`src/rtl/hopfield_associative_memory_core_macros.svh`:
```
// Assertion macros for the Hopfield associative memory core.
`ifndef HOPFIELD_ASSOCIATIVE_MEMORY_CORE_MACROS_SVH
`define HOPFIELD_ASSOCIATIVE_MEMORY_CORE_MACROS_SVH

// same-cycle implication
`define HAMC_ASSERT_IMP(lbl, clk, rst_n, ante, cons, msg) \
  lbl: assert property (@(posedge clk) disable iff (!rst_n) (ante) |-> (cons)) \
    else $error(msg);

// next-cycle implication
`define HAMC_ASSERT_NXT(lbl, clk, rst_n, ante, cons, msg) \
  lbl: assert property (@(posedge clk) disable iff (!rst_n) (ante) |=> (cons)) \
    else $error(msg);

`endif

```
`src/rtl/hamc_pkg.sv`:
```
// Shared constants and types for the Hopfield associative memory core.
package hamc_pkg;

  localparam int PAT_BITS        = 25;
  localparam int REQ_W           = 2;
  localparam int NEURONS_DEF     = 25;
  localparam int WEIGHT_BITS_DEF = 8;
  localparam int GROUP           = 8;

  localparam logic [REQ_W-1:0] REQ_CLEAR  = 2'd0;
  localparam logic [REQ_W-1:0] REQ_LEARN  = 2'd1;
  localparam logic [REQ_W-1:0] REQ_RECALL = 2'd2;

  typedef struct packed {
    logic clr;
    logic we;
    logic re;
  } wmem_ctl_t;

endpackage

```
`src/rtl/hamc_weight_mem.sv`:
```
// Weight matrix row memory with per-row valid bits; invalid rows read as zero.
module hamc_weight_mem #(
  parameter int NEURONS     = hamc_pkg::NEURONS_DEF,
  parameter int WEIGHT_BITS = hamc_pkg::WEIGHT_BITS_DEF,
  localparam int RW         = $clog2(NEURONS),
  localparam int ROW_W      = NEURONS * WEIGHT_BITS
) (
  input  logic                clk,
  input  logic                rst_n,
  input  hamc_pkg::wmem_ctl_t ctl,
  input  logic [RW-1:0]       wr_addr,
  input  logic [ROW_W-1:0]    wr_data,
  input  logic [RW-1:0]       rd_addr,
  output logic [ROW_W-1:0]    rd_data
);
  import hamc_pkg::*;

  logic [ROW_W-1:0]   mem_r [NEURONS];
  logic [NEURONS-1:0] vld_r;
  logic [ROW_W-1:0]   rd_q_r;
  logic               rd_vld_r;

  always_ff @(posedge clk) begin
    if (ctl.we) begin
      mem_r[wr_addr] <= wr_data;
    end
    if (ctl.re) begin
      rd_q_r <= mem_r[rd_addr];
    end
  end

  always_ff @(posedge clk) begin
    if (!rst_n) begin
      vld_r    <= '0;
      rd_vld_r <= 1'b0;
    end else begin
      if (ctl.clr) begin
        vld_r <= '0;
      end else if (ctl.we) begin
        vld_r[wr_addr] <= 1'b1;
      end
      if (ctl.re) begin
        rd_vld_r <= vld_r[rd_addr];
      end
    end
  end

  assign rd_data = rd_vld_r ? rd_q_r : '0;

endmodule

```
`config.mk`:
```
export PLATFORM = sky130hd
export DESIGN_NAME = hamc_weight_mem
export DESIGN_NICKNAME = d
export VERILOG_FILES = /design/src/rtl/hopfield_associative_memory_core_macros.svh /design/src/rtl/hamc_pkg.sv /design/src/rtl/hamc_weight_mem.sv
export SDC_FILE = /design/constraint.sdc
export NUM_CORES = 2
export LEC_CHECK = 0
export ABC_CLOCK_PERIOD_IN_PS = 26300
export BUFFER_PORTS_ARGS = -buffer_cell sky130_fd_sc_hd__buf_4
export CELL_PAD_IN_SITES_DETAIL_PLACEMENT = 1
export CELL_PAD_IN_SITES_GLOBAL_PLACEMENT = 2
export CORE_MARGIN = 2
export CORE_UTILIZATION = 54
export CTS_BUF_LIST = sky130_fd_sc_hd__clkbuf_16
export DETAILED_ROUTE_END_ITERATION = 10
export HOLD_SLACK_MARGIN = 0.03
export PLACE_DENSITY_LB_ADDON = 0.1
export SYNTH_ARGS = -nofsm -noshare
export SYNTH_HDL_FRONTEND = slang
export SYNTH_MEMORY_MAX_BITS = 65536
export SYNTH_SLANG_ARGS = --single-unit
```
`constraint.sdc`:
```
create_clock -name clk -period 26.3 [get_ports clk]
set_input_delay 3.945 -clock clk [delete_from_list [all_inputs] [get_ports clk]]
set_output_delay 3.945 -clock clk [all_outputs]
set_load 0.01 [all_outputs]
```
==> results.json <==
{
  "power_leakage_nw": 72.72,
  "dpl_cell_area_um2": 205600,
  "synthToLayoutAreaGrowth_pct": 13.16,
  "synth_seq_cells": 5226,
  "first_global_vias": 102800,
  "ys_warn_count": 0,
  "drive_gt1_frac": 0.2191,
  "syn_avg_cell_area_um2": 21.82,
  "hp-class": "register to register",
  "finClkSkew_ns": 0.02865,
  "dp_hpwl_um": 275000,
  "clkLatencyLatePin_ns": 1.04,
  "wire_per_inst_um": 35.86,
  "syn_area_um2": 196900,
  "grt-ovfl-total": 0,
  "routed_wirelength_um": 537200,
  "nets": 9934,
  "cts_root_buffer": "clkbuf_16",
  "fin_crit_ns": 8.251,
  "peakVddDrop_mv": 0.06901,
  "die_w_um": 607.8,
  "ios": 415,
  "finalSetupViolCount": 0,
  "track_usage": 0.2903,
  "critPathKind": "input port to register",
  "placed_cells": 13960,
  "die_h_um": 607.8,
  "clock_sinks": 5226,
  "path_max_fanout": 42,
  "cp.required_ns": 26.93,
  "min_path_cells": 1,
  "row_count": 221,
  "grt_pass1_wl_um": 764000,
  "reg2reg_from": "mem_r[6][17]",
  "cts_buffer_depth": 4,
  "maxCapViolations": 0,
  "hold_viol": 0,
  "r2r_end": "rd_q_r[17]",
  "synth_cells": 9025,
  "io_buffers": 414,
  "max_slew_margin": 0.1490,
  "reg2reg_depth": 4,
  "status": "complete, no violations",
  "via_count": 96800,
  "drv_slew": 0,
  "tightestPinTransition_ns": 1.276,
  "finalSetupTns_ns": 0,
  "post_cts_resized": 0,
  "holdWs_ns": 0.4648,
  "dieArea_um2": 369500,
  "grt_max_degree": 117,
  "drc_errors": 0,
  "period_share": 0.3137,
  "grt_setup_unrepaired": "no",
  "gp_congestion": 0.7531,
  "rrSetupSlack_ns": 24.42,
  "fin_area_um2": 222800,
  "ys_seq_area_frac": 0.7957,
  "final_cells": 14980,
  "htree_num_levels": 6,
  "synth_nets": 9240,
  "hp-start": "vld_r[7]",
  "antenna_found_initial": 74,
  "worst_setup_path_start_kind": "input port",
  "pwr_density_cell_nw_per_um2": 78.60,
  "arrival_ns": 8.88,
  "min_to": "vld_r[7]",
  "initial_core_util": 0.5427,
  "drtIter0Drc": 11340,
  "via_per_inst": 6.461,
  "cts_setup_buffers": 0,
  "cts_buffers": 548,
  "antenna_left": 0,
  "fmax_mhz": 121.2,
  "cp-end-kind": "register",
  "ys_types": 37,
  "cts_tree": "done",
  "dr.pass1.iters": 7,
  "clkSlewWorstSetupHoldPaths_ns": 0.06,
  "core_area_um2": 362800,
  "hold_buffers": 0
}
cells by family after synthesis:
kind of cell           share of synthesized area
buffers and inverters                    0.01382
and+or+nand+nor                          0.01568
AOI/OAI and AO/OA                        0.03170
DFF                                       0.7957
muxes                                     0.1431
synth_stat cells, drive strengths merged:
cell     instances  area, um^2
mux2i         1005       10060
mux4           803       18080
or3              2       12.51
nand3            2       10.01
o21a            25       187.7
nor4b            2       23.77
a21oi            2       10.01
o311ai           1       16.27
o221ai           1       8.760
nand2          405        1520
nor2b            4       25.02
o21ai            1       5.000
nor4             1       6.260
dfxtp           26       520.5
edfxtp        5200      156100
and3             1       6.260
mux2             2       22.52
and4b            1       10.01
nor4bb           2       20.02
buf            322        2046
a2bb2oi          2       17.52
a22oi          200        1501
a31oi            1       6.260
a211oi         199        1494
or2              1       6.260
and2           200        1251
nor2            29       108.9
or3b             4       35.03
o2111ai        199        1743
nand3b           7       52.55
clkbuf         175       675.7
o22ai          200        1251
cells in the final DEF, fill, tap and decap left out, drive strengths merged, types with 12 or more instances in the layout:
| cell type | count |
|---|---|
| o21a | 25 |
| o22ai | 200 |
| a22oi | 200 |
| clkinv | 217 |
| buf | 641 |
| edfxtp | 5200 |
| dfxtp | 26 |
| bufinv | 30 |
| and2 | 200 |
| nand2 | 405 |
| mux4 | 803 |
| a211oi | 199 |
| mux2i | 1005 |
| inv | 141 |
| o2111ai | 199 |
| clkbuf | 576 |
| nor2 | 29 |
| clkinvlp | 12 |
| diode | 43 |
worst max path at each step:
| stage | endpoint | start | slack, ns | depth (start not counted) |
|---|---|---|---|---|
| after CTS | mem_r[16][110] | wr_addr[1] | 17.99 | 7 |
| after global placement | mem_r[16][112] | wr_addr[1] | 17.00 | 7 |
| after global routing | mem_r[16][113] | wr_addr[1] | 17.93 | 7 |
| after detailed placement | mem_r[16][110] | wr_addr[1] | 16.89 | 7 |
| final | mem_r[16][110] | wr_addr[1] | 18.05 | 7 |
| after floorplan | mem_r[20][0] | wr_addr[1] | 12.62 | 3 |
layout make-up:
class                           instances  area, um^2
Sequential cell                      5226      156700
Fill cell                           29440      140000
Multi-Input combinational cell       3302       37750
Clock buffer                          576       14410
Tap cell                             4794        5998
Timing Repair Buffer                  641        5197
Clock inverter                        400        2658
Antenna cell                           43       107.6
registers in the layout, summed over array words and instances, names as in the netlist:
name and count:
rd_q_r 200, rd_vld_r 1, mem_r 5000, vld_r 25
worst max-delay path, cell delays in order:
cell    delay, ns
buf_4        0.13
or3b_2       0.67
nor2_4       0.69
buf_4        0.68
buf_4        0.84
buf_4        0.82
buf_4        0.89
layer usage:
layer,routed length [um],track usage,up-vias,part of all wire
met5,276,0,-,0.00051
met2,267400,0.4822,3992,0.50
li1,-,-,39270,-
met4,12670,0.07861,44,0.024
met3,37740,0.04178,763,0.070
met1,219100,0.4076,52730,0.41
power by group:
group	switching (W)	internal (W)
clock	0.00316	0.00424
combinational	0.000483	0.000282
sequential	0.0000481	0.00930
stage by stage:
step                      setup slack, ns    util  total power (W)
after floorplan                     12.62       -         0.009936
after CTS                           17.99  0.6138          0.01762
after detailed placement            16.89  0.5668          0.01029
after global routing                17.93  0.6140          0.01796
after global placement              17.00  0.5668          0.01026
final                               18.05  0.6141          0.01751
(Power assumes the default switching activity.)
