--- src/rtl/hopfield_associative_memory_core_macros.svh ---
// Assertion macros for the Hopfield associative memory core.
`ifndef HOPFIELD_ASSOCIATIVE_MEMORY_CORE_MACROS_SVH
`define HOPFIELD_ASSOCIATIVE_MEMORY_CORE_MACROS_SVH

// same-cycle implication
`define HAMC_ASSERT_IMP(lbl, clk, rst_n, ante, cons, msg) \
  lbl: assert property (@(posedge clk) disable iff (!rst_n) (ante) |-> (cons)) \
    else $error(msg);

// next-cycle implication
`define HAMC_ASSERT_NXT(lbl, clk, rst_n, ante, cons, msg) \
  lbl: assert property (@(posedge clk) disable iff (!rst_n) (ante) |=> (cons)) \
    else $error(msg);

`endif

--- src/rtl/hamc_pkg.sv ---
// Shared constants and types for the Hopfield associative memory core.
package hamc_pkg;

  localparam int PAT_BITS        = 25;
  localparam int REQ_W           = 2;
  localparam int NEURONS_DEF     = 25;
  localparam int WEIGHT_BITS_DEF = 8;
  localparam int GROUP           = 8;

  localparam logic [REQ_W-1:0] REQ_CLEAR  = 2'd0;
  localparam logic [REQ_W-1:0] REQ_LEARN  = 2'd1;
  localparam logic [REQ_W-1:0] REQ_RECALL = 2'd2;

  typedef struct packed {
    logic clr;
    logic we;
    logic re;
  } wmem_ctl_t;

endpackage

--- src/rtl/hamc_learn_unit.sv ---
// Hebbian row update: saturating +1/-1 on every off-diagonal weight of one row.
module hamc_learn_unit #(
  parameter int NEURONS     = hamc_pkg::NEURONS_DEF,
  parameter int WEIGHT_BITS = hamc_pkg::WEIGHT_BITS_DEF,
  localparam int RW         = $clog2(NEURONS),
  localparam int ROW_W      = NEURONS * WEIGHT_BITS
) (
  input  logic [RW-1:0]      row_idx,
  input  logic [ROW_W-1:0]   row_data,
  input  logic [NEURONS-1:0] neu,
  output logic [ROW_W-1:0]   row_new
);
  import hamc_pkg::*;

  localparam logic signed [WEIGHT_BITS-1:0] W_MAX = WEIGHT_BITS'((2 ** (WEIGHT_BITS - 1)) - 1);
  localparam logic signed [WEIGHT_BITS-1:0] W_MIN = -W_MAX;

  logic self_bit;

  assign self_bit = neu[row_idx];

  always_comb begin
    logic signed [WEIGHT_BITS-1:0] w;
    row_new = row_data;
    for (int j = 0; j < NEURONS; j++) begin
      w = row_data[j*WEIGHT_BITS +: WEIGHT_BITS];
      if (row_idx != RW'(j)) begin
        if (self_bit == neu[j]) begin
          if (w < W_MAX) begin
            w = w + WEIGHT_BITS'(1);
          end
        end else begin
          if (w > W_MIN) begin
            w = w - WEIGHT_BITS'(1);
          end
        end
      end
      row_new[j*WEIGHT_BITS +: WEIGHT_BITS] = w;
    end
  end

endmodule

--- config.mk ---
export PLATFORM = sky130hd
export DESIGN_NAME = hamc_learn_unit
export DESIGN_NICKNAME = d
export VERILOG_FILES = /design/src/rtl/hopfield_associative_memory_core_macros.svh /design/src/rtl/hamc_pkg.sv /design/src/rtl/hamc_learn_unit.sv
export SDC_FILE = /design/constraint.sdc
export NUM_CORES = 1
export LEC_CHECK = 0
export BUFFER_PORTS_ARGS = -buffer_cell sky130_fd_sc_hd__buf_2
export CAP_MARGIN = 15
export CELL_PAD_IN_SITES_DETAIL_PLACEMENT = 0
export CELL_PAD_IN_SITES_GLOBAL_PLACEMENT = 2
export CORE_MARGIN = 1.5
export CORE_UTILIZATION = 30
export DETAILED_ROUTE_END_ITERATION = 8
export PLACE_DENSITY_LB_ADDON = 0.1
export SETUP_SLACK_MARGIN = 0.1
export SYNTH_ARGS = -nofsm -noshare
export SYNTH_HDL_FRONTEND = slang
export SYNTH_SLANG_ARGS = --single-unit
export TNS_END_PERCENT = 100
--- constraint.sdc ---
create_clock -name vclk -period 7.7
set_clock_uncertainty 0.05 [all_clocks]
set_input_delay 0.77 -clock vclk [all_inputs]
set_output_delay 0.77 -clock vclk [all_outputs]
set_load 0.1 [all_outputs]
==> results_dict.tcl, run 1 <==
set metrics [dict create \
    fin_setup_tns_ns 0 \
    wl_per_cell_um 19.74 \
    layout_common_cells "buf_2 (430), nor2_1 (213), nand2_1 (212)" \
    n_clock_buffer 0 \
    slew-limit-headroom_pct 24.05 \
    power_mw 2.049 \
    drtPass1Iterations 7 \
    syn_nets 2274 \
    grt_overflow_total 0 \
    worst_setup_path_end_kind "output port" \
    io_buffers 430 \
    maxCapViolations 0 \
    design.die.area_mm2 0.04345 \
    fillers 4684 \
    synth_compound_gate_area_share_pct 31.71 \
    drc 0 \
    die_h_um 208.5 \
    syn_area_per_cell_um2 6.431 \
    cts_resized 0 \
    nFlopsAndLatches 0 \
    area_growth_syn_to_layout_pct 19.13 \
    ant_nets 0 \
    vias 16840 \
    grt_max_degree 51 \
    p_per_area_mw_per_mm2 135.8 \
    synth_cell_types 107 \
    core_mm2 0.04176 \
    routed_via_density 5.876 \
    ir_drop_v 0.0001008 \
    multiInputGateArea_mm2 0.01183 \
    ys_warn_count 0 \
    cts_hold_buf 0 \
    drt_wl_total_um 56570 \
    dpl_worst_slack_ns 1.974 \
    crit_arrival_ns 4.95 \
    yosysSeqAreaShare_pct 0 \
    synth_top_area_cell "ha_1" \
    cp_max_fo 50 \
    holdCritPathClass "input pin to output port" \
    syn_area_mm2 0.01266 \
    drive_gt1_share_pct 22.26 \
    post_cts_buffers 0 \
    fin_crit_ns 5.770 \
    rows 75 \
    path_class "input pin to output port" \
    ios 430 \
    synth_area_leaders "ha_1 (7.4%), mux2i_1 (6.7%), nor2_1 (6.3%)" \
    muxShareOfSynthArea_pct 8.497 \
    grt_pass1_vias 15620 \
    hpwl_um 46410 \
    status "finished clean" \
    final_common_cell "buf_2" \
    setup_viol 0 \
    whs_ns 1.961 \
    cp-start-kind "input pin" \
    gp_congestion 0.9056 \
    yosysTopAreaCellShare_pct 7.410 \
    timing.final.crit_share_pct 74.93 \
    start_util_pct 30.33 \
    synth_cells 1969 \
    leakagePower_nw 6.509 \
    required_ns 6.88 \
    antenna_found_initial 21 \
    layout_setup_ws_ns 1.930 \
    synth_top_family_by_area "simple AND/OR/NAND/NOR gates" \
    max_freq_mhz 173.3 \
    synthXorXnorAreaFrac_pct 4.752 \
    grt_pass1_wl_um 87220 \
    dp.cells 2853 \
    ff_latch_area_um2 0 \
    die_x_um 208.5 \
    maxSlewViolCount 0 \
    grt_usage_pct 24.41 \
    stdcell_count 2865 \
    drt_iter0_drc 1299 \
    hold_viol 0 \
    nets 2621 \
    synth_simple_gate_area_share_pct 40.85 \
    tightest_slew_ns 1.131 \
    rsz0062_at_grt "false" \
    synthAdderAreaFrac_pct 7.410 \
]
[routing by layer]
layer / share of wire (%) / wire, µm / GRT usage (%)
met5: 0.19 / 105 / 0
met4: 2.1 / 1171 / 5.034
met3: 6.4 / 3606 / 3.502
met2: 46 / 25780 / 40.61
met1: 46 / 25900 / 33.28
[cell usage after synthesis, types with 17 or more instances]
cell type  instances
clkbuf_1          45
buf_2             21
ha_1              75
a211oi_1          20
o211ai_1          32
and2_1            23
a32o_1            21
nor4_1            43
o31ai_1           25
inv_1            104
and3_1            75
nor3_1            82
or2_2             17
nor2b_1           17
nand2_1          212
o22a_1            17
o22ai_1           21
nand3_1          101
a31oi_1           37
o21ai_0           90
nor3b_1           18
nand2b_1          21
a21oi_1           72
mux2i_1           85
nand4_1           24
xnor2_1           40
xor2_1            25
or3_1             35
nor2_1           213
[cell type report]
class | count | share of cell area, %
diodes | 12 | 0.1991
multi-input cells | 1779 | 78.43
well taps | 539 | 4.470
repair buffers | 431 | 14.32
inverters | 104 | 2.588
[per-stage QoR]
stage / area (µm²) / util, %
detailed placement: 15060 / 36.05
global route: 15080 / 36.11
finish: 15090 / 36.13
floorplan: 12660 / -
global placement: 15060 / 36.05
CTS: 15060 / 36.05
[cell families after synthesis]
family | count (synthesis)
adders and majority gates | 75
AOI/OAI and AO/OA | 545
xor gates and xnor gates | 67
and+or+nand+nor | 987
muxes | 105
buffers and inverters | 190
[worst max-delay path, stage by stage]
cell and delay, ns:
buf_2 0.32, nor2b_1 0.59, a22oi_2 0.17, nand4_4 0.58
nand3_2 0.44, xnor2_1 1.01, mux2_2 0.42, a22oi_1 0.14
buf_2 0.46
[path summary, 6_finish.rpt]
| kind | cells after the start | slack (ns) | to | startpoint |
|---|---|---|---|---|
| hold / removal | 3 | 1.96 | row_new[27] | row_data[27] |
| setup / recovery | 9 | 1.93 | row_new[87] | row_idx[1] |
[where the power goes]
part | leakage (nW) | switching (mW) | total, mW | internal (mW)
Clock | 0.0000761 | 0 | 0.000000209 | 0.000000209
Combinational | 6.51 | 1.63 | 2.05 | 0.422
Sequential | 0 | 0 | 0 | 0
Total | 6.51 | 1.63 | 2.05 | 0.422
No activity file was read; power rests on OpenSTA's default activity.
==> run 2: changes to the inputs <==
--- a/config.mk
+++ b/config.mk
@@ -10,7 +10,7 @@
 export CELL_PAD_IN_SITES_DETAIL_PLACEMENT = 0
 export CELL_PAD_IN_SITES_GLOBAL_PLACEMENT = 2
 export CORE_MARGIN = 1.5
-export CORE_UTILIZATION = 30
+export CORE_UTILIZATION = 28
 export DETAILED_ROUTE_END_ITERATION = 8
 export PLACE_DENSITY_LB_ADDON = 0.1
 export SETUP_SLACK_MARGIN = 0.1
==> constraint.sdc (replaced) <==
create_clock -name vclk -period 5.5
set_clock_uncertainty 0.05 [all_clocks]
set_input_delay 0.55 -clock vclk [all_inputs]
set_output_delay 0.55 -clock vclk [all_outputs]
set_load 0.1 [all_outputs]
==> run 2 against run 1 <==
Compared with the run above:
- clock-buffer cell count unchanged
- flip-flop and latch count unchanged
- first-iteration DRC count up 17%
- cell count is 2.2% higher
- final area up 1.7%
- utilization is 1.6 points lower
- critical endpoint is now row_new[147]
- die area grew 7.0%
- non-clock buffer count rose by 12
- highest routed layer unchanged
- global-route usage decreased by 0.96 points
- combinational power up 42%
==> results_dict.tcl, run 2 (synthesized netlist as in run 1, its figures left out) <==
set metrics [dict create \
    layout_setup_ws_ns 0.7997 \
    die_h_um 215.7 \
    design.die.area_mm2 0.04651 \
    leakagePower_nw 6.601 \
    design_area_mm2 0.01534 \
    power_mw 2.910 \
    cts_hold_buf 0 \
    cts_resized 0 \
    multiInputGateArea_mm2 0.01186 \
    io_buffers 430 \
    stdcell_count 2927 \
    cpMostUsedCell "buf_2" \
    drt_iter0_drc 1515 \
    maxSlewViolCount 0 \
    die_x_um 215.7 \
    antenna_found_initial 19 \
    n_clock_buffer 0 \
    timing.final.crit_share_pct 85.46 \
    area_growth_syn_to_layout_pct 21.13 \
    holdCritPathClass "input pin to output port" \
    grt_pass1_wl_um 89410 \
    cp-start-kind "input pin" \
    nFlopsAndLatches 0 \
    fin_crit_ns 4.700 \
    routed_via_density 5.792 \
    grt_max_degree 32 \
    ant_nets 0 \
    status "finished clean" \
    rows 77 \
    wl_per_cell_um 19.87 \
    path_class "input pin to output port" \
    drtPass1Iterations 5 \
    setup_viol 0 \
    slew-limit-headroom_pct 38.38 \
    rsz0062_at_grt "false" \
    worst_path_max_delay_cell "nor2_1" \
    met1_usage_pct 31.92 \
    grt_pass1_vias 15750 \
    ff_latch_area_um2 0 \
    maxCapViolations 0 \
    ios 430 \
    final_common_cell "buf_2" \
    post_cts_buffers 0 \
    fillers 4914 \
    cp_max_fo 31 \
    ir_drop_v 0.0001704 \
    finish.utilization_pct 34.54 \
    required_ns 4.90 \
    layout_common_cells "buf_2 (425), nor2_1 (213), nand2_1 (212)" \
    worst_path_largest_cell_delay_ns 0.72 \
    dpl_worst_slack_ns 0.8243 \
    grtUsageMet3_pct 4.172 \
    worst_setup_path_end_kind "output port" \
    hold_viol 0 \
    dp.cells 2918 \
    path_cells "buf_2 -> nor2_2 -> a22oi_2 -> nand4_4 -> buf_4 -> and4_1 -> nor2_1 -> mux2i_1 -> xnor2_1 -> buf_2" \
    fin_setup_tns_ns 0 \
    grt_overflow_total 0 \
    drc 0 \
    grt_usage_pct 23.45 \
    tightest_slew_ns 0.9201 \
    gp_congestion 0.8847 \
    grt_use_met2_pct 38.27 \
    start_util_pct 28.51 \
    drt_wl_total_um 58170 \
    whs_ns 1.525 \
    drive_gt1_share_pct 22.87 \
    max_freq_mhz 212.8 \
    place_area_mm2 0.01532 \
    crit_arrival_ns 4.10 \
    core_mm2 0.04441 \
    hpwl_um 48650 \
    busiest_layer "met2" \
    vias 16950 \
    p_per_area_mw_per_mm2 189.7 \
    nets 2633 \
]
## run 2: cell type report
cell class,count,area share [%]
multi-input cells,1779,77.32
repair buffers,443,15.15
diodes,9,0.1468
well taps,592,4.829
inverters,104,2.545
## run 2: per-layer routing
| metal | share of wire [%] | up-vias |
|---|---|---|
| met5 | 0.25 | - |
| met4 | 2.5 | 24 |
| met3 | 7.0 | 91 |
| met2 | 45 | 569 |
| met1 | 45 | 8023 |
| li1 | - | 8247 |
## run 2: critical path, delay by kind of cell
| kind | cells | cell delay (ns) |
|---|---|---|
| compound gates | 1 | 0.26 |
| xor+xnor | 1 | 0.15 |
| buf+inv | 3 | 1.18 |
| mux | 1 | 0.30 |
| simple gates | 4 | 1.65 |
## run 2: path summary, 6_finish.rpt
path    startpoint            to  slack, ns  cells after the start
min   row_data[27]   row_new[27]       1.52                      3
max     row_idx[1]  row_new[147]       0.80                     10
## run 2: power breakdown
group | internal (mW) | switching [mW] | leakage, nW
clock | 0.000000219 | 0 | 0.0000570
sequential | 0 | 0 | 0
combinational | 0.619 | 2.29 | 6.60
