### src/rtl/hopfield_associative_memory_core_macros.svh
// Assertion macros for the Hopfield associative memory core.
`ifndef HOPFIELD_ASSOCIATIVE_MEMORY_CORE_MACROS_SVH
`define HOPFIELD_ASSOCIATIVE_MEMORY_CORE_MACROS_SVH

// same-cycle implication
`define HAMC_ASSERT_IMP(lbl, clk, rst_n, ante, cons, msg) \
  lbl: assert property (@(posedge clk) disable iff (!rst_n) (ante) |-> (cons)) \
    else $error(msg);

// next-cycle implication
`define HAMC_ASSERT_NXT(lbl, clk, rst_n, ante, cons, msg) \
  lbl: assert property (@(posedge clk) disable iff (!rst_n) (ante) |=> (cons)) \
    else $error(msg);

`endif

### src/rtl/hamc_pkg.sv
// Shared constants and types for the Hopfield associative memory core.
package hamc_pkg;

  localparam int PAT_BITS        = 25;
  localparam int REQ_W           = 2;
  localparam int NEURONS_DEF     = 25;
  localparam int WEIGHT_BITS_DEF = 8;
  localparam int GROUP           = 8;

  localparam logic [REQ_W-1:0] REQ_CLEAR  = 2'd0;
  localparam logic [REQ_W-1:0] REQ_LEARN  = 2'd1;
  localparam logic [REQ_W-1:0] REQ_RECALL = 2'd2;

  typedef struct packed {
    logic clr;
    logic we;
    logic re;
  } wmem_ctl_t;

endpackage

### src/rtl/hamc_recall_unit.sv
// Two-stage row dot product: group sums, then total with late correction
// for the neuron decided one row earlier, and the sign decision.
module hamc_recall_unit #(
  parameter int NEURONS     = hamc_pkg::NEURONS_DEF,
  parameter int WEIGHT_BITS = hamc_pkg::WEIGHT_BITS_DEF,
  localparam int RW         = $clog2(NEURONS),
  localparam int ROW_W      = NEURONS * WEIGHT_BITS
) (
  input  logic               clk,
  input  logic               ld,
  input  logic [RW-1:0]      row_idx,
  input  logic [ROW_W-1:0]   row_data,
  input  logic [NEURONS-1:0] neu,
  output logic               dec
);
  import hamc_pkg::*;

  localparam int NG    = (NEURONS + GROUP - 1) / GROUP;
  localparam int SUM_W = WEIGHT_BITS + $clog2(NEURONS + 2) + 1;

  logic signed [SUM_W-1:0] grp_nxt [NG];
  logic signed [SUM_W-1:0] grp_r   [NG];
  logic signed [SUM_W-1:0] wprev_nxt;
  logic signed [SUM_W-1:0] wprev_r;
  logic [RW-1:0]           pidx;
  logic [RW-1:0]           prev_idx_r;
  logic                    has_prev_r;
  logic                    used_r;
  logic signed [SUM_W-1:0] total;

  assign pidx = row_idx - RW'(1);

  // stage 1: partial sums over groups of neurons
  always_comb begin
    logic signed [WEIGHT_BITS-1:0] w;
    logic signed [SUM_W-1:0]       acc;
    int                            j;
    for (int g = 0; g < NG; g++) begin
      acc = '0;
      for (int k = 0; k < GROUP; k++) begin
        j = g * GROUP + k;
        if (j < NEURONS) begin
          w   = row_data[j*WEIGHT_BITS +: WEIGHT_BITS];
          acc = neu[j] ? acc + SUM_W'(w) : acc - SUM_W'(w);
        end
      end
      grp_nxt[g] = acc;
    end
    w         = row_data[pidx*WEIGHT_BITS +: WEIGHT_BITS];
    wprev_nxt = SUM_W'(w);
  end

  always_ff @(posedge clk) begin
    if (ld) begin
      grp_r      <= grp_nxt;
      wprev_r    <= wprev_nxt;
      prev_idx_r <= pidx;
      has_prev_r <= (row_idx != '0);
      used_r     <= neu[pidx];
    end
  end

  // stage 2: total, fix up the term of the neuron that just settled
  always_comb begin
    total = '0;
    for (int g = 0; g < NG; g++) begin
      total = total + grp_r[g];
    end
    if (has_prev_r && (neu[prev_idx_r] != used_r)) begin
      total = neu[prev_idx_r] ? total + (wprev_r <<< 1) : total - (wprev_r <<< 1);
    end
  end

  assign dec = ~total[SUM_W-1];

endmodule

### config.mk
export PLATFORM = sky130hd
export DESIGN_NAME = hamc_recall_unit
export DESIGN_NICKNAME = d
export VERILOG_FILES = /design/src/rtl/hopfield_associative_memory_core_macros.svh /design/src/rtl/hamc_pkg.sv /design/src/rtl/hamc_recall_unit.sv
export SDC_FILE = /design/constraint.sdc
export NUM_CORES = 1
export LEC_CHECK = 0
export BUFFER_PORTS_ARGS = -buffer_cell sky130_fd_sc_hd__clkbuf_2
export CAP_MARGIN = 40
export CORE_MARGIN = 8
export CORE_UTILIZATION = 35
export DETAILED_ROUTE_END_ITERATION = 10
export GPL_ROUTABILITY_DRIVEN = 0
export GPL_TIMING_DRIVEN = 0
export HOLD_SLACK_MARGIN = 0.06
export PLACE_DENSITY_LB_ADDON = 0.08
export SLEW_MARGIN = 20
export SYNTH_ARGS = -nofsm -noshare
export SYNTH_HDL_FRONTEND = slang
export SYNTH_SLANG_ARGS = --single-unit
### constraint.sdc
create_clock -name clk -period 9.3 [get_ports clk]
set_input_delay 0 -clock clk [delete_from_list [all_inputs] [get_ports clk]]
set_output_delay 0 -clock clk [all_outputs]
set_load 0.01 [all_outputs]
==> results.json, run 1 <==
{
  "synth_area_leaders": "ha_1, xnor2_1, edfxtp_1, xor2_1, mux4_2",
  "relSlewSlack_pct": 47.1,
  "vias": 18900,
  "synthTopCellsByCount": "ha_1, nor2_1, xnor2_1, a21oi_1, xor2_1",
  "ant_nets": 0,
  "crit_fanout": 10,
  "synthArstFlopShare_pct": 0,
  "ff_latch_area_um2": 1980,
  "critical_path_required_ps": 9390,
  "io_pins": 233,
  "post-place-ws_ps": 710,
  "syn_area_per_cell_um2": 8.31,
  "h-tree-depth": 3,
  "finalNetCount": 3340,
  "cts_buffer_depth": 2,
  "cpMostUsedCell": "xnor2_1",
  "worst_slack_ps": 1180,
  "worst_pin_slew_ps": 794,
  "synth_edf_count": 66,
  "worstSetupStartpointType": "primary input",
  "via_per_inst": 5.37,
  "status": "finished, final reports clean",
  "min_period_over_period_pct": 87.3,
  "rows": 89,
  "multi_input_area_um2": 17900,
  "drtPass1Iterations": 7,
  "finalSetupTns_ps": 0,
  "chipHeight_um": 259,
  "path_class": "primary input to flop",
  "fin_crit_ps": 8120,
  "first_iter_violations": 1059,
  "yosysMostFrequentCell": "ha_1",
  "rsz0062_at_grt": "no",
  "worst_setup_path_end_kind": "flop",
  "nFillCells": 6074,
  "max_freq_mhz": 123,
  "synth-seq-area-share_pct": 9.56,
  "drt-total-wl_um": 68900,
  "netlist_instances": 2494,
  "cts_tree": "done",
  "cts_setup_buffers": 0,
  "grt_pass1_wl_um": 105000,
  "avgRoutedWirePerCell_um": 19.6,
  "ys_warn_count": 0,
  "layout-drive-gt1-share_pct": 14.8,
  "path_clk_slew_ps": 60,
  "synth_top_area_cell": "ha_1",
  "cts_root_buf": "clkbuf_16",
  "grt_max_degree": 42,
  "slowest_stage": "clkbuf_1",
  "maxSlewViolCount": 0,
  "clock_sinks": 66,
  "finalHoldViolCount": 0,
  "die-area_um2": 67300,
  "max_stage_delay_ps": 440,
  "synth_ff_type": "edfxtp_1",
  "hpwl_um": 61200,
  "crit_arrival_ps": 8210,
  "crit_start": "neu[1]",
  "dieWidth_um": 259,
  "portBuffers": 219,
  "grt_pass1_vias": 18900,
  "yosysTopAreaCellShare_pct": 19.5,
  "fp.coreArea_um2": 58800,
  "antenna_found_initial": 14,
  "synth.distinct_cells": 66,
  "track_usage_pct": 19.8,
  "hold_path.class": "primary input to flop",
  "syn_to_final_growth_pct": 12.4,
  "synth_nets": 3096,
  "synth-seq-cells": 66,
  "drc": 0,
  "cts.repair.resized": 0,
  "cap_viol_max_count": 0,
  "start_util_pct": 35.3,
  "syn_area_um2": 20700,
  "overflow": 0,
  "final-setup-viol-count": 0,
  "cts_buffers": 9,
  "endpoint": "grp_r[55]"
}
==> stage by stage <==
stage | hold slack, ps | instances | area (um^2) | util [%]
6_report | 71.2 | 3521 | 23300 | 39.7
5_1_grt | 72.3 | 3518 | 23300 | 39.6
4_1_cts | 66.6 | 3515 | 23300 | 39.6
3_5_place_dp | 323 | 3494 | 22900 | 39.0
3_3_place_gp | 326 | 3486 | 22800 | 38.8
2_1_floorplan | 98.9 | 2494 | 20700 | -
==> worst min-delay path by stage <==
stage	cells past startpoint	end	from	slack, ps
floorplan	0	grp_r[0]	row_data[192]	100
global placement	1	grp_r[0]	row_data[192]	330
detailed placement	1	grp_r[0]	row_data[192]	320
CTS	2	grp_r[14]	row_data[184]	70
global route	2	grp_r[14]	row_data[184]	70
finish	2	grp_r[14]	row_data[184]	70
==> cell families after synthesis <==
kind of cell,count (synthesis),synth area share (%)
xor gates and xnor gates,433,18.5
buffers and inverters,225,4.09
and+or+nand+nor,635,13.8
muxes,142,11.5
AOI/OAI and AO/OA,623,18.5
adders and majority gates,370,24.0
DFF,66,9.56
==> final cells by class <==
type / instances / share of cell area [%]
multi-input combinational: 2203 / 76.8
sequential: 66 / 8.50
timing repair buffer: 233 / 5.46
tap: 773 / 4.15
inverter: 169 / 2.72
clock buffer: 9 / 0.966
buffer: 56 / 0.923
clock inverter: 7 / 0.402
antenna: 5 / 0.0537
==> flip-flops by register name, summed over array words and instances (netlist names) <==
register and cells:
used_r 1, has_prev_r 1, prev_idx_r 5, grp_r 51
wprev_r 8
==> layer usage <==
| metal | vias to the layer above | wire [um] | global-route usage (%) |
|---|---|---|---|
| met2 | 488 | 31800 | 33.2 |
| met1 | 8810 | 31500 | 26.1 |
| met5 | - | 87 | 0 |
| met4 | 14 | 1420 | 4.57 |
| met3 | 77 | 4070 | 3.71 |
| li1 | 9527 | - | - |
==> cell usage in the layout (no fill, tap or decap), drive strengths merged, types with 4 or more instances in the layout <==
cell / count
a211oi: 13
a21boi: 10
a21o: 61
a21oi: 215
a221oi: 10
a31oi: 50
a41oi: 4
and3: 4
buf: 27
clkbuf: 266
diode: 5
dlygate4sd3: 5
edfxtp: 66
fa: 47
ha: 323
inv: 169
mux2: 70
mux4: 70
nand2: 143
nand2b: 16
nand3: 22
nor2: 263
nor2b: 28
nor3: 107
nor4: 20
nor4b: 4
o21a: 20
o21ai: 142
o21bai: 49
o31ai: 7
o41a: 8
o41ai: 10
or2: 5
or3: 12
or4: 4
xnor2: 240
xor2: 190
==> critical path, delay by kind of cell <==
kind | cells | cell delay [ps]
buffers and inverters | 2 | 600
XOR/XNOR | 10 | 1550
adder cells (fa/ha/maj) | 7 | 2120
AO/OA/AOI/OAI | 12 | 2490
multiplexers | 1 | 440
AND/OR/NAND/NOR | 8 | 970
==> repair_timing <==
item	CTS	global route
hold buffers	5	0
endpoints found under the hold margin	5	0
setup endpoints to repair	0	0
Power of run 1 is left out: the tool's default activity adds up to more than one toggle a clock period on the data nets, which glitch-free logic cannot reach.
==> inputs of run 2 (changes only) <==
==> constraint.sdc (replaced) <==
create_clock -name clk -period 9.3 [get_ports clk]
set_input_delay 0.465 -clock clk [delete_from_list [all_inputs] [get_ports clk]]
set_output_delay 0.465 -clock clk [all_outputs]
set_load 0.01 [all_outputs]
==> results.json, run 2 (synthesis results as in run 1) <==
{
  "status": "finished, final reports clean",
  "crit_family": "compound AO/OA/AOI/OAI gates",
  "worst_setup_path_end_kind": "flop",
  "overflow": 0,
  "relSlewSlack_pct": 46.2,
  "drc": 0,
  "min_period_over_period_pct": 92.3,
  "start_util_pct": 35.3,
  "reg_top3": "grp_r x51, wprev_r x8, prev_idx_r x5",
  "portBuffers": 219,
  "h-tree-depth": 3,
  "finalSetupTns_ps": 0,
  "crit_arrival_ps": 8670,
  "cts_root_buf": "clkbuf_16",
  "syn_to_final_growth_pct": 12.2,
  "final_common_cell": "ha_1",
  "final_cell_mix": "ha_1, nor2_1, xnor2_1, clkbuf_2, a21oi_1",
  "maxSlewViolCount": 0,
  "rows": 89,
  "top_usage_layer": "met2",
  "hold-worst-slack_ps": 446,
  "met2_usage_pct": 33.1,
  "finalHoldViolCount": 0,
  "slowest_stage": "clkbuf_1",
  "cts_buffers": 9,
  "ff_latch_area_um2": 1980,
  "chipHeight_um": 259,
  "crit_fanout": 10,
  "fin_cells": 3516,
  "critical_path_required_ps": 9390,
  "worstSetupStartpointType": "primary input",
  "worst_pin_slew_ps": 807,
  "via_per_inst": 5.37,
  "drtPass1Iterations": 7,
  "crit_buf_inv": 2,
  "cts_buffer_depth": 2,
  "hold_path.class": "primary input to flop",
  "max_freq_mhz": 116,
  "layout-drive-gt1-share_pct": 14.9,
  "rsz0062_at_grt": "no",
  "dieWidth_um": 259,
  "cap_viol_max_count": 0,
  "max_stage_delay_ps": 440,
  "clock_sinks": 66,
  "final-setup-viol-count": 0,
  "path_class": "primary input to flop",
  "track_usage_pct": 19.8,
  "grt_max_degree": 42,
  "grt_pass1_vias": 18800,
  "cpMostUsedCell": "xnor2_1",
  "ant_nets": 0,
  "path_clk_slew_ps": 60,
  "cts_tree": "done",
  "placed_cells": 3494,
  "nFillCells": 6078,
  "met3_usage_pct": 3.72,
  "avgRoutedWirePerCell_um": 19.6,
  "hpwl_um": 61200,
  "grt_pass1_wl_um": 105000,
  "cts_setup_buffers": 0,
  "first_iter_violations": 1095,
  "vias": 18900,
  "antenna_found_initial": 14,
  "use_met1_pct": 26.1,
  "die-area_um2": 67300,
  "regMostFlops": "grp_r",
  "largest_reg_flops": 51,
  "drt-total-wl_um": 68800,
  "fin_crit_ps": 8590,
  "cts.repair.resized": 0,
  "fp.coreArea_um2": 58800,
  "io_pins": 233,
  "cts_hold_buf": 0,
  "multi_input_area_um2": 17900,
  "finalNetCount": 3335
}
## run 2: cell count changes in the layout (fill, tap and decap cells not counted)
cell	before	now
dlygate4sd3_1	5	0
## run 2: metrics by stage
stage | area (um^2) | setup WS, ps | utilization, %
5_1_grt | 23300 | 81.7 | 39.6
4_1_cts | 23200 | 592 | 39.5
6_report | 23300 | 715 | 39.6
2_1_floorplan | 20700 | 1740 | -
3_5_place_dp | 22900 | 245 | 39.0
3_3_place_gp | 22800 | 217 | 38.8
## run 2: worst paths after layout
path | from | endpoint | slack [ps] | cells past startpoint
min | row_data[192] | grp_r[0] | 450 | 1
max | neu[1] | grp_r[55] | 710 | 40
## run 2: cell type report
cell class | count | area share [%]
Antenna cell | 5 | 0.0538
Buffer | 56 | 0.925
Clock buffer | 9 | 0.968
Clock inverter | 7 | 0.403
Inverter | 169 | 2.73
Multi-Input combinational cell | 2203 | 77.0
Sequential cell | 66 | 8.52
Tap cell | 773 | 4.16
Timing Repair Buffer | 228 | 5.26
## run 2: per-layer routing
metal | routed length [um] | vias up
met2 | 31800 | 472
met4 | 1410 | 14
met5 | 87 | -
met1 | 31400 | 8789
li1 | - | 9514
met3 | 4070 | 78
Power of run 2 is left out for the same reason.
